File: src/drst_pkg.sv
// ----------------------------------------------------------------------------
// drst_pkg
// shared types and constants of the datagram reassembly slot tracker
// ----------------------------------------------------------------------------
`default_nettype none

package drst_pkg;

  // table geometry and bounds
  localparam int SLOTS           = 10;
  localparam int MAX_SLICE_BYTES = 524288;
  localparam int MAX_PAYLOAD     = 2048;

  localparam int IDX_W  = $clog2(SLOTS);
  localparam int SEQ_W  = 31;
  localparam int SIZE_W = 20;
  // one bit above any legal size, so a saturated fill never equals a size
  localparam int FILL_W = SIZE_W + 1;
  localparam int LEN_W  = 12;

  localparam logic [23:0] MAGIC_TAG = 24'h4B514E;  // "KQN"
  localparam int OLD_MARGIN = 7;
  localparam int READ_LAG   = 5;
  localparam int CLAIM_LAG  = SLOTS - 2;

  typedef enum logic [2:0] {
    ST_WRITTEN   = 3'd0,
    ST_TOO_OLD   = 3'd1,
    ST_BAD_MAGIC = 3'd2,
    ST_SIZE_MISM = 3'd3,
    ST_NO_SLOT   = 3'd4,
    ST_OUT_BOUND = 3'd5,
    ST_NONE_RDY  = 3'd6,
    ST_READY     = 3'd7
  } status_t;

  typedef enum logic [1:0] {
    MODE_MATCH = 2'd0,
    MODE_CLAIM = 2'd1,
    MODE_SIZE  = 2'd2,
    MODE_READ  = 2'd3
  } scan_mode_t;

  typedef struct packed {
    logic [SEQ_W-1:0]  seq;
    logic [SIZE_W-1:0] size;
    logic [FILL_W-1:0] fill;
  } slot_entry_t;

  typedef struct packed {
    scan_mode_t        mode;
    logic [SEQ_W-1:0]  num;
    logic [SIZE_W-1:0] total;
    logic [31:0]       rd;
    logic [32:0]       claim_thr;
  } scan_req_t;

endpackage

`default_nettype wire

File: src/drst_slot_table.sv
// ----------------------------------------------------------------------------
// drst_slot_table
// slot table with one indexed read/write port, cleared by reset
// ----------------------------------------------------------------------------
`default_nettype none

module drst_slot_table
  import drst_pkg::*;
(
  input  wire logic              clk,
  input  wire logic              rst_n,
  input  wire logic [IDX_W-1:0]  idx,
  input  wire logic              we,
  input  wire slot_entry_t       wdata,
  output slot_entry_t            rdata
);

  slot_entry_t entry_r [SLOTS];

  always_ff @(posedge clk) begin
    if (!rst_n) begin
      for (int i = 0; i < SLOTS; i++) begin
        entry_r[i] <= '0;
      end
    end else if (we) begin
      entry_r[idx] <= wdata;
    end
  end

  assign rdata = entry_r[idx];

endmodule

`default_nettype wire

File: src/drst_scan_unit.sv
// ----------------------------------------------------------------------------
// drst_scan_unit
// shared compare unit, evaluates one slot per cycle for the sequencer
// ----------------------------------------------------------------------------
`default_nettype none

module drst_scan_unit
  import drst_pkg::*;
(
  input  wire scan_req_t   req,
  input  wire slot_entry_t entry,
  output logic             hit
);

  logic seq_lt_thr;
  logic fill_eq_size;

  assign seq_lt_thr   = $signed({2'b00, entry.seq}) < $signed(req.claim_thr);
  assign fill_eq_size = entry.fill == {1'b0, entry.size};

  always_comb begin
    case (req.mode)
      MODE_MATCH: hit = entry.seq == req.num;
      MODE_CLAIM: hit = (entry.seq == '0) || seq_lt_thr;
      MODE_SIZE:  hit = entry.size == req.total;
      MODE_READ:  hit = ({1'b0, entry.seq} == req.rd) && fill_eq_size;
      default:    hit = 1'b0;
    endcase
  end

endmodule

`default_nettype wire

File: src/datagram_reassembly_slot_tracker.sv
// ----------------------------------------------------------------------------
// datagram_reassembly_slot_tracker
// reassembly bookkeeping for sliced messages over a table of slots
// ----------------------------------------------------------------------------
// Each input beat is either a fragment header (op 0) or a read request
// (op 1) and gives exactly one result beat. A small sequencer walks the slot
// table one entry per cycle through a single shared compare unit: a write
// does a header check and, if it passes, a match scan over up to SLOTS
// entries, a claim scan over up to SLOTS entries when no slot matches (or
// the slice number is zero), an update when a slot is found, and a hand-off;
// a read does a catch-up step, a scan over up to SLOTS entries and the
// hand-off. in_ready is high only while the sequencer is idle, so a new beat
// is not taken until the last one has been handed off. A finished result
// sits in the output register, so the next beat is taken while it waits for
// out_ready; the hand-off of a further result waits until that register is
// free.
// The table is cleared by reset, no clearing pass follows. Payload bytes
// are not stored here; write_offset tells where they belong in the slot.
// ----------------------------------------------------------------------------
`default_nettype none

module datagram_reassembly_slot_tracker
  import drst_pkg::*;
(
  input  wire logic              clk,
  input  wire logic              rst_n,
  input  wire logic              in_valid,
  output logic                   in_ready,
  input  wire logic              in_op,
  input  wire logic [23:0]       in_magic,
  input  wire logic [30:0]       in_slice_number,
  input  wire logic [19:0]       in_payload_offset,
  input  wire logic [19:0]       in_slice_total,
  input  wire logic [11:0]       in_payload_length,
  output logic                   out_valid,
  input  wire logic              out_ready,
  output logic [2:0]             out_status,
  output logic [3:0]             out_slot,
  output logic [19:0]            out_write_offset,
  output logic [19:0]            out_byte_count,
  output logic                   out_readjusted
);

  typedef enum logic [2:0] {
    S_IDLE,
    S_CHECK,
    S_MATCH,
    S_CLAIM,
    S_UPDATE,
    S_RD_ADJ,
    S_READ,
    S_DONE
  } state_t;

  localparam logic [IDX_W-1:0] LAST_IDX = IDX_W'(SLOTS - 1);

  state_t state_r, state_nxt;
  logic [IDX_W-1:0] idx_r, idx_nxt;

  // latched header of the beat in work
  logic [23:0]       magic_r, magic_nxt;
  logic [SEQ_W-1:0]  num_r, num_nxt;
  logic [19:0]       off_r, off_nxt;
  logic [SIZE_W-1:0] total_r, total_nxt;
  logic [LEN_W-1:0]  len_r, len_nxt;

  // tracker state
  logic [SEQ_W-1:0] newest_r, newest_nxt;
  logic [31:0]      rd_seq_r, rd_seq_nxt;

  // result waiting for the output register
  status_t           res_status_r, res_status_nxt;
  logic [IDX_W-1:0]  res_slot_r, res_slot_nxt;
  logic [19:0]       res_off_r, res_off_nxt;
  logic [19:0]       res_cnt_r, res_cnt_nxt;
  logic              res_adj_r, res_adj_nxt;

  // output register
  logic        out_valid_r, out_valid_nxt;
  logic [2:0]  out_status_r, out_status_nxt;
  logic [3:0]  out_slot_r, out_slot_nxt;
  logic [19:0] out_off_r, out_off_nxt;
  logic [19:0] out_cnt_r, out_cnt_nxt;
  logic        out_adj_r, out_adj_nxt;

  // table port and shared unit
  logic        tbl_we;
  slot_entry_t tbl_wdata;
  slot_entry_t tbl_rdata;
  scan_req_t   scan_req;
  logic        scan_hit;

  // thresholds relative to the newest slice, signed 33 bits
  logic [32:0] newest_s;
  logic [32:0] old_thr;
  logic [32:0] claim_thr;
  logic [32:0] lag_thr;
  logic        too_old;
  logic        out_of_bounds;
  logic [20:0] end_byte;
  logic [21:0] fill_sum;
  logic [FILL_W-1:0] fill_sat;

  assign newest_s  = {2'b00, newest_r};
  assign old_thr   = newest_s - 33'(OLD_MARGIN);
  assign claim_thr = newest_s - 33'(CLAIM_LAG);
  assign lag_thr   = newest_s - 33'(READ_LAG);

  assign too_old  = $signed({2'b00, num_r}) < $signed(old_thr);
  assign end_byte = {1'b0, off_r} + 21'(len_r);
  assign out_of_bounds = (32'(len_r) > 32'(MAX_PAYLOAD))
                      || (32'(total_r) > 32'(MAX_SLICE_BYTES))
                      || (32'(end_byte) > 32'(MAX_SLICE_BYTES));

  // fill saturates at all ones, above any legal size
  assign fill_sum = {1'b0, tbl_rdata.fill} + 22'(len_r);
  assign fill_sat = fill_sum[21] ? '1 : fill_sum[FILL_W-1:0];

  drst_slot_table u_table (
    .clk   (clk),
    .rst_n (rst_n),
    .idx   (idx_r),
    .we    (tbl_we),
    .wdata (tbl_wdata),
    .rdata (tbl_rdata)
  );

  drst_scan_unit u_scan (
    .req   (scan_req),
    .entry (tbl_rdata),
    .hit   (scan_hit)
  );

  always_comb begin
    scan_req.num       = num_r;
    scan_req.total     = total_r;
    scan_req.rd        = rd_seq_r;
    scan_req.claim_thr = claim_thr;
    case (state_r)
      S_CLAIM:  scan_req.mode = MODE_CLAIM;
      S_UPDATE: scan_req.mode = MODE_SIZE;
      S_READ:   scan_req.mode = MODE_READ;
      default:  scan_req.mode = MODE_MATCH;
    endcase
  end

  always_comb begin
    state_nxt      = state_r;
    idx_nxt        = idx_r;
    magic_nxt      = magic_r;
    num_nxt        = num_r;
    off_nxt        = off_r;
    total_nxt      = total_r;
    len_nxt        = len_r;
    newest_nxt     = newest_r;
    rd_seq_nxt     = rd_seq_r;
    res_status_nxt = res_status_r;
    res_slot_nxt   = res_slot_r;
    res_off_nxt    = res_off_r;
    res_cnt_nxt    = res_cnt_r;
    res_adj_nxt    = res_adj_r;
    out_status_nxt = out_status_r;
    out_slot_nxt   = out_slot_r;
    out_off_nxt    = out_off_r;
    out_cnt_nxt    = out_cnt_r;
    out_adj_nxt    = out_adj_r;
    tbl_we         = 1'b0;
    tbl_wdata      = tbl_rdata;

    // output beat leaves on handshake
    out_valid_nxt = out_valid_r && !out_ready;

    case (state_r)
      S_IDLE: begin
        if (in_valid) begin
          magic_nxt = in_magic;
          num_nxt   = in_slice_number;
          off_nxt   = in_payload_offset;
          total_nxt = in_slice_total;
          len_nxt   = in_payload_length;
          idx_nxt   = '0;
          state_nxt = in_op ? S_RD_ADJ : S_CHECK;
        end
      end

      S_CHECK: begin
        res_slot_nxt = '0;
        res_off_nxt  = '0;
        res_cnt_nxt  = '0;
        res_adj_nxt  = 1'b0;
        if (magic_r != MAGIC_TAG) begin
          res_status_nxt = ST_BAD_MAGIC;
          state_nxt      = S_DONE;
        end else if (too_old) begin
          res_status_nxt = ST_TOO_OLD;
          state_nxt      = S_DONE;
        end else if (out_of_bounds) begin
          res_status_nxt = ST_OUT_BOUND;
          state_nxt      = S_DONE;
        end else begin
          idx_nxt = '0;
          // slice number zero always goes to the claim scan for a fresh slot
          state_nxt = (num_r == '0) ? S_CLAIM : S_MATCH;
        end
      end

      S_MATCH: begin
        if (scan_hit) begin
          state_nxt = S_UPDATE;
        end else if (idx_r == LAST_IDX) begin
          idx_nxt   = '0;
          state_nxt = S_CLAIM;
        end else begin
          idx_nxt = idx_r + 1'b1;
        end
      end

      S_CLAIM: begin
        if (scan_hit) begin
          tbl_we         = 1'b1;
          tbl_wdata.seq  = num_r;
          tbl_wdata.size = total_r;
          tbl_wdata.fill = '0;
          state_nxt      = S_UPDATE;
        end else if (idx_r == LAST_IDX) begin
          res_status_nxt = ST_NO_SLOT;
          state_nxt      = S_DONE;
        end else begin
          idx_nxt = idx_r + 1'b1;
        end
      end

      S_UPDATE: begin
        res_slot_nxt = idx_r;
        state_nxt    = S_DONE;
        if (!scan_hit) begin
          res_status_nxt = ST_SIZE_MISM;
        end else begin
          tbl_we         = 1'b1;
          tbl_wdata.fill = fill_sat;
          if (num_r > newest_r) begin
            newest_nxt = num_r;
          end
          res_status_nxt = ST_WRITTEN;
          res_off_nxt    = off_r;
          res_cnt_nxt    = 20'(len_r);
        end
      end

      S_RD_ADJ: begin
        // pull the read position forward when it lags too far
        res_adj_nxt = 1'b0;
        if ($signed({rd_seq_r[31], rd_seq_r}) < $signed(lag_thr)) begin
          rd_seq_nxt  = lag_thr[31:0];
          res_adj_nxt = 1'b1;
        end
        idx_nxt   = '0;
        state_nxt = S_READ;
      end

      S_READ: begin
        if (scan_hit) begin
          rd_seq_nxt     = rd_seq_r + 32'd1;
          res_status_nxt = ST_READY;
          res_slot_nxt   = idx_r;
          res_off_nxt    = '0;
          res_cnt_nxt    = tbl_rdata.size;
          state_nxt      = S_DONE;
        end else if (idx_r == LAST_IDX) begin
          res_status_nxt = ST_NONE_RDY;
          res_slot_nxt   = '0;
          res_off_nxt    = '0;
          res_cnt_nxt    = '0;
          state_nxt      = S_DONE;
        end else begin
          idx_nxt = idx_r + 1'b1;
        end
      end

      S_DONE: begin
        // hand the result to the output register once it is free
        if (!out_valid_r || out_ready) begin
          out_valid_nxt  = 1'b1;
          out_status_nxt = res_status_r;
          out_slot_nxt   = 4'(res_slot_r);
          out_off_nxt    = res_off_r;
          out_cnt_nxt    = res_cnt_r;
          out_adj_nxt    = res_adj_r;
          state_nxt      = S_IDLE;
        end
      end

      default: begin
        state_nxt = S_IDLE;
      end
    endcase
  end

  always_ff @(posedge clk) begin
    if (!rst_n) begin
      state_r     <= S_IDLE;
      idx_r       <= '0;
      newest_r    <= '0;
      rd_seq_r    <= '0;
      out_valid_r <= 1'b0;
    end else begin
      state_r     <= state_nxt;
      idx_r       <= idx_nxt;
      newest_r    <= newest_nxt;
      rd_seq_r    <= rd_seq_nxt;
      out_valid_r <= out_valid_nxt;
    end
    magic_r      <= magic_nxt;
    num_r        <= num_nxt;
    off_r        <= off_nxt;
    total_r      <= total_nxt;
    len_r        <= len_nxt;
    res_status_r <= res_status_nxt;
    res_slot_r   <= res_slot_nxt;
    res_off_r    <= res_off_nxt;
    res_cnt_r    <= res_cnt_nxt;
    res_adj_r    <= res_adj_nxt;
    out_status_r <= out_status_nxt;
    out_slot_r   <= out_slot_nxt;
    out_off_r    <= out_off_nxt;
    out_cnt_r    <= out_cnt_nxt;
    out_adj_r    <= out_adj_nxt;
  end

  assign in_ready         = (state_r == S_IDLE);
  assign out_valid        = out_valid_r;
  assign out_status       = out_status_r;
  assign out_slot         = out_slot_r;
  assign out_write_offset = out_off_r;
  assign out_byte_count   = out_cnt_r;
  assign out_readjusted   = out_adj_r;

endmodule

`default_nettype wire
File: config.mk
export PLATFORM = sky130hd
export DESIGN_NAME = datagram_reassembly_slot_tracker
export DESIGN_NICKNAME = d
export VERILOG_FILES = /design/src/drst_pkg.sv /design/src/drst_slot_table.sv /design/src/drst_scan_unit.sv /design/src/datagram_reassembly_slot_tracker.sv
export SDC_FILE = /design/constraint.sdc
export NUM_CORES = 2
export LEC_CHECK = 0
export ABC_AREA = 0
export BUFFER_PORTS_ARGS = -buffer_cell sky130_fd_sc_hd__buf_2
export CORE_MARGIN = 1.5
export CORE_UTILIZATION = 45
export DETAILED_ROUTE_END_ITERATION = 6
export PLACE_DENSITY = 0.72
export REMOVE_ABC_BUFFERS = 1
export SETUP_SLACK_MARGIN = 0.02
export SYNTH_ARGS = -nofsm -noshare
export SYNTH_HDL_FRONTEND = slang
export SYNTH_SLANG_ARGS = --single-unit
File: constraint.sdc
create_clock -name clk -period 11.95 [get_ports clk]
set_input_delay 0.5975 -clock clk [delete_from_list [all_inputs] [get_ports clk]]
set_output_delay 0.5975 -clock clk [all_outputs]
set_load 0.02 [all_outputs]
# [Word level (Yosys, flattened, before mapping)]
# Memory sizes are Yosys's and may differ from the RTL's. A register that Yosys moved wholly into a read port is not among the register bits.
# Index checks and enable logic that the tools add are counted.
[totals] register_bits=274 latchBits=0 ramBits=720 mem_bits_ro=0 in_bits=112 out_inout_bits=50 word_cells=162 n_memories=1
[op_classes] addsub=7 multipliers=0 div_mod_pow=0 magnitude_cmp=7 eq_ne=32 shift=0 n_mux=66 bitwise=0 n_reduce_logical=29
[memory_table] memory="u_table.entry_r" words=10 width=72 rd=1 rd_clocked_by_memory_dff=1 write_ports=10 line_no="drst_slot_table.sv:18" text="slot_entry_t entry_r [SLOTS];"
[ops] operator="two-way mux 72 bit" n=2
[ops] operator="case mux 20 bit (3 select lines)" n=2
[ops] operator="two-way mux 20 bit" n=5
[ops] operator="less-than comparator 32 bit" n=3
[ops] operator="OR reduction 72 bit" n=1
[ops] operator="two-way mux 32 bit" n=2
[ops] operator="case mux 32 bit (2 select lines)" n=1
[ops] operator="subtractor 31 x 3 -> 32 bit (second input constant)" n=2
[ops] operator="logical NOT 31 bit" n=2
[ops] operator="two-way mux 3 bit" n=18
[ops] operator="two-way mux 4 bit" n=13
[ops] operator="two-way mux 51 bit" n=1
[ops] operator="two-way mux 21 bit" n=2
[ops] operator="case mux 21 bit (2 select lines)" n=1
[ops] operator="adder 32 x 1 -> 32 bit (second input constant)" n=1
[ops] operator="== test 31 x 32 -> 1 bit" n=1
[ops] operator="subtractor 31 x 4 -> 32 bit (second input constant)" n=1
[ops] operator="== test 31 bit" n=1
[ops] operator="> comparator 31 bit" n=1
[ops] operator="inequality test 2 bit (second input constant)" n=13
[ops] operator="inequality test 24 x 23 -> 1 bit (second input constant)" n=1
[ops] operator="case mux 3 bit (8 select lines)" n=1
[ops] operator="adder 21 x 12 -> 22 bit" n=1
[ops] operator="adder 20 x 12 -> 21 bit" n=1
[ops] operator="other kinds (36)" n=64

# [Logic depth before layout (Yosys ltp)]
[depth] ltp_word=11 ltp_mapped=25 depth_no_buf=21

# [Cells and area by module]
# A second synthesis with hierarchy kept.
[hier_totals] hier_cells=4957 area_unflattened_um2=65944.5
[by_module_without_submodules] mod="drst_slot_table" n_inst=1 cells_per_inst=2978 area_each_um2=47329.1 seq_area_each_um2=34593.2
[by_module_without_submodules] mod="datagram_reassembly_slot_tracker" n_inst=1 cells_per_inst=1704 area_each_um2=16578.4 seq_area_each_um2=7517.2
[by_module_without_submodules] mod="drst_scan_unit" n_inst=1 cells_per_inst=275 area_each_um2=2037.0 seq_area_each_um2=0.0

# [Worst setup path before layout]
# No wires, ideal clock.
[synth_timing] kind="flip-flop to flip-flop" startpoint="register newest_r[5]" endpoint="memory u_table.entry_r[13][0] (netlist bit), enable pin" setup_ns=0.591 arrival_ns=9.314 required_ns=11.359 slack_ns=2.046 path_stages_with_launch=22 path_buffers=6 period_less_slack_ns=9.904 cell_sequence="dfxtp_1 > clkbuf_1 > nor3_1 > and3_1 > clkbuf_1 > nand4_1 > nor4_1 > nand3_1 > xnor2_1 > ha_1 > a211o_1 > a211oi_1 > o221ai_1 > a21o_1 > o21ai_1 > or3_1 > buf_4 > nand3_4 > buf_4 > buf_2 > buf_2 > nor3_1"
[synth_lines] element="from (decl)" line_no="datagram_reassembly_slot_tracker.sv:68" text="logic [SEQ_W-1:0] newest_r, newest_nxt;"
[synth_lines] element="from (signal assigned)" line_no="datagram_reassembly_slot_tracker.sv:309" text="newest_r <= newest_nxt;"
[synth_lines] element="to (decl)" line_no="drst_slot_table.sv:18"

==> flow_metrics.py <==
metrics = {
    "timing": {
        "fmax_ghz": 0.109,
        "tightest_slew_ns": 1.46,
        "hold_viol_final": 0,
        "final-setup-viol-count": 0,
        "fin_skew_ns": 0.0320,
        "rsz0062_at_grt": "false",
        "drv_slew": 0,
        "max_slew_margin_pct": 2.19,
        "finalCritPeriodShare_pct": 76.5,
        "min_period_ns": 9.14,
        "setup_tns_ns": 0,
        "setup_slack_ns": 2.81,
    },
    "yosys": {
        "synthCells": 4781,
        "synth_top_area_cell": "edfxtp_1",
        "synth-edff-count": 1355,
        "synth_seq_cells": 1430,
        "syn_area_per_cell_um2": 14.0,
        "yosysTopAreaCellShare_pct": 60.6,
        "synthTopCellsByArea": "edfxtp_1, mux4_2, nor2_1",
        "seq_area_frac_synth_pct": 62.8,
        "async_reset_ff_share_pct": 0,
        "ys_warn_count": 0,
        "netlist_area_mm2": 0.0672,
        "synth_cell_type_count": 86,
        "synth_ff_type": "edfxtp_1",
    },
    "power": {
        "ir_worst_vdd_mv": 0.163,
        "finalPower_w": 0.0138,
        "p_leak_nw": 26.3,
        "cellPowerDensity_mw_per_mm2": 182,
    },
    "floorplanning": {
        "io_pins": 162,
        "design.core.area_mm2": 0.148,
        "rows": 141,
        "die_y_um": 389,
        "die_area_mm2": 0.152,
        "die_w_um": 389,
        "initial_core_util_pct": 45.4,
    },
    "worst_setup_path": {
        "cpPeakStageDelay_ns": 1.07,
        "crit_slowest_cell": "nor4_1",
        "crit_fanout": 62,
        "arrival_ns": 9.58,
        "r2r-end": "u_table.entry_r[4][9]",
        "r2r_cells": 14,
        "cp.required_ns": 12.39,
        "worstPathCellList": "inv_2 -> buf_4 -> mux2i_1 -> mux2i_1 -> xor2_1 -> nor4_1 -> nand4_1 -> o31ai_2 -> or3_1 -> nand3_4 -> or3_2 -> buf_4 -> nand2_4 -> buf_4",
        "criticalPathCategory": "reg -> reg",
        "cpMostUsedCell": "buf_4",
        "end_kind": "register",
        "ff2ff_setup_slack_ns": 2.81,
        "startpoint_type": "register",
    },
    "cts": {
        "cts.sinks": 1430,
        "cts_max_path_buffers": 3,
        "cts_buffers": 147,
        "cts.reportedPaths.clkPinSlew_ns": 0.06,
        "cts_resized": 0,
        "clk_latency_ns": 0.81,
        "cts_tree": "done",
        "root_buffer": "clkbuf_16",
        "htree_num_levels": 4,
    },
    "global_routing": {
        "grt_usage_pct": 27.0,
        "antenna_found_initial": 6,
        "grt-ovfl-total": 0,
        "grt_max_degree": 96,
        "grt_pass1_vias": 43000,
        "grt_pass1_wl_um": 299000,
    },
    "final_layout": {
        "fill_cells": 12100,
        "layout-drive-gt1-share_pct": 17.2,
        "final_common_cell": "edfxtp_1",
        "final_cell_mix": "edfxtp_1, nor2_1, mux4_2",
        "final_design_area_no_fill_mm2": 0.0756,
        "area_growth_pct": 12.6,
        "nNetsFinal": 5250,
        "antenna_cells": 0,
    },
    "min_path": {
        "min_path_type": "in -> reg",
        "whs_path_depth": 1,
        "min-delay-start": "in_slice_total[3]",
        "min_to": "total_r[3]",
    },
    "drt": {
        "drt-pass1-iter-count": 6,
        "ant_nets": 0,
        "viasPerCell": 6.31,
        "wl_per_cell_um": 29.4,
        "drt_iter0_drc": 5803,
        "drcViolationCount": 0,
        "routed_wl_um": 207000,
        "vias": 44400,
    },
    "placement": {
        "dp_hpwl_um": 133000,
        "placed_area_mm2": 0.0698,
        "io_buffers": 161,
        "gp_congestion": 0.965,
        "place_ws_ns": 3.15,
    },
    "run": {
        "cap_violations": 0,
    },
    "status": {
        "status": "completed",
    },
}
[synthesized netlist by cell type, types with 15 or more instances]
master,count
buf_4,40
a21o_1,41
or3_1,21
mux2_2,24
edfxtp_1,1355
nand4_1,56
mux4_2,261
a22o_1,17
nor4_1,43
nand2_1,181
clkbuf_1,149
a32oi_1,15
and2_1,25
or2_2,28
a211oi_1,18
o21a_1,16
xnor2_1,160
a221oi_1,17
mux2i_1,241
inv_1,111
nor2_1,679
and3_1,38
a21oi_1,110
ha_1,154
buf_6,17
nor3_1,267
nand2b_1,20
dfxtp_1,75
o21ai_0,86
nand3_1,65
a22oi_1,38
o22ai_1,18
buf_2,116
nor2b_1,31
xor2_1,56
[cells by family after synthesis]
| family | count (synthesis) | synth area share [%] |
|---|---|---|
| adder cells (fa/ha/maj) | 156 | 2.93 |
| XOR/XNOR | 216 | 2.82 |
| AO/OA/AOI/OAI | 499 | 5.08 |
| multiplexers | 526 | 12.7 |
| AND/OR/NAND/NOR | 1510 | 10.5 |
| flip-flops | 1430 | 62.8 |
| buffers and inverters | 444 | 3.11 |
[flip-flops by register name (all words and copies together), names as in the netlist, named ones only]
| signal | count |
|---|---|
| idx_r | 4 |
| len_r | 12 |
| magic_r | 24 |
| newest_r | 31 |
| num_r | 31 |
| off_r | 20 |
| out_byte_count | 20 |
| out_readjusted | 1 |
| out_slot | 4 |
| out_status | 3 |
| out_valid | 1 |
| out_write_offset | 20 |
| rd_seq_r | 32 |
| res_adj_r | 1 |
| res_cnt_r | 20 |
| res_off_r | 20 |
| res_slot_r | 4 |
| res_status_r | 3 |
| state_r | 3 |
| total_r | 20 |
| u_table.entry_r | 1152 |
[metal layers]
layer | up-vias | wire length, um | GRT usage [%]
li1 | 18600 | - | -
met1 | 22400 | 79300 | 36.5
met2 | 2889 | 94100 | 41.4
met3 | 463 | 24800 | 7.17
met4 | 8 | 8700 | 10.9
met5 | - | 57 | 0
[power by group]
| part | switching (W) | internal, W |
|---|---|---|
| registers | 0.000235 | 0.00575 |
| clock network | 0.00201 | 0.00252 |
| logic | 0.00215 | 0.00110 |
[critical path, delay by kind of cell, from the launching register on]
| family | cells | cell delay (ns) |
|---|---|---|
| and+or+nand+nor | 6 | 4.06 |
| AOI/OAI and AO/OA | 1 | 0.25 |
| xor gates and xnor gates | 1 | 0.28 |
| DFF | 1 | 0.51 |
| buffers and inverters | 4 | 2.37 |
| muxes | 2 | 1.15 |
[stage by stage]
step	utilization (%)	hold slack (ns)	std cells
after floorplan	-	0.400	4451
after global placement	47.2	0.401	6657
after detailed placement	47.2	0.405	6657
after CTS	51.1	0.000102	7034
after global routing	51.1	0.0148	7034
final	51.1	0.0341	7034
[how the worst max path moves through the flow]
| stage | startpoint | to | slack [ns] | depth (start not counted) |
|---|---|---|---|---|
| after floorplan | register | u_table.entry_r[13][0] | -13.60 | 13 |
| after global placement | register | u_table.entry_r[4][6] | 3.33 | 16 |
| after detailed placement | register | u_table.entry_r[4][6] | 3.15 | 19 |
| after CTS | register | u_table.entry_r[4][3] | 3.11 | 19 |
| after global routing | register | u_table.entry_r[4][3] | 2.59 | 14 |
| final | register | u_table.entry_r[4][9] | 2.81 | 14 |
[final cells by class]
type | instances | area [um2] | share of cell area (%)
Sequential cell | 1430 | 42200 | 55.8
Multi-Input combinational cell | 2907 | 23100 | 30.5
Clock buffer | 175 | 3800 | 5.03
Timing Repair Buffer | 382 | 2790 | 3.69
Tap cell | 1930 | 2410 | 3.19
Clock inverter | 96 | 908 | 1.20
Inverter | 114 | 430 | 0.569
[repair_timing]
item | CTS | global route
setup buffers | 0 | 0
hold buffers | 106 | 0
hold endpoints to repair | 106 | 0
Power figures use the tool's default switching activity.
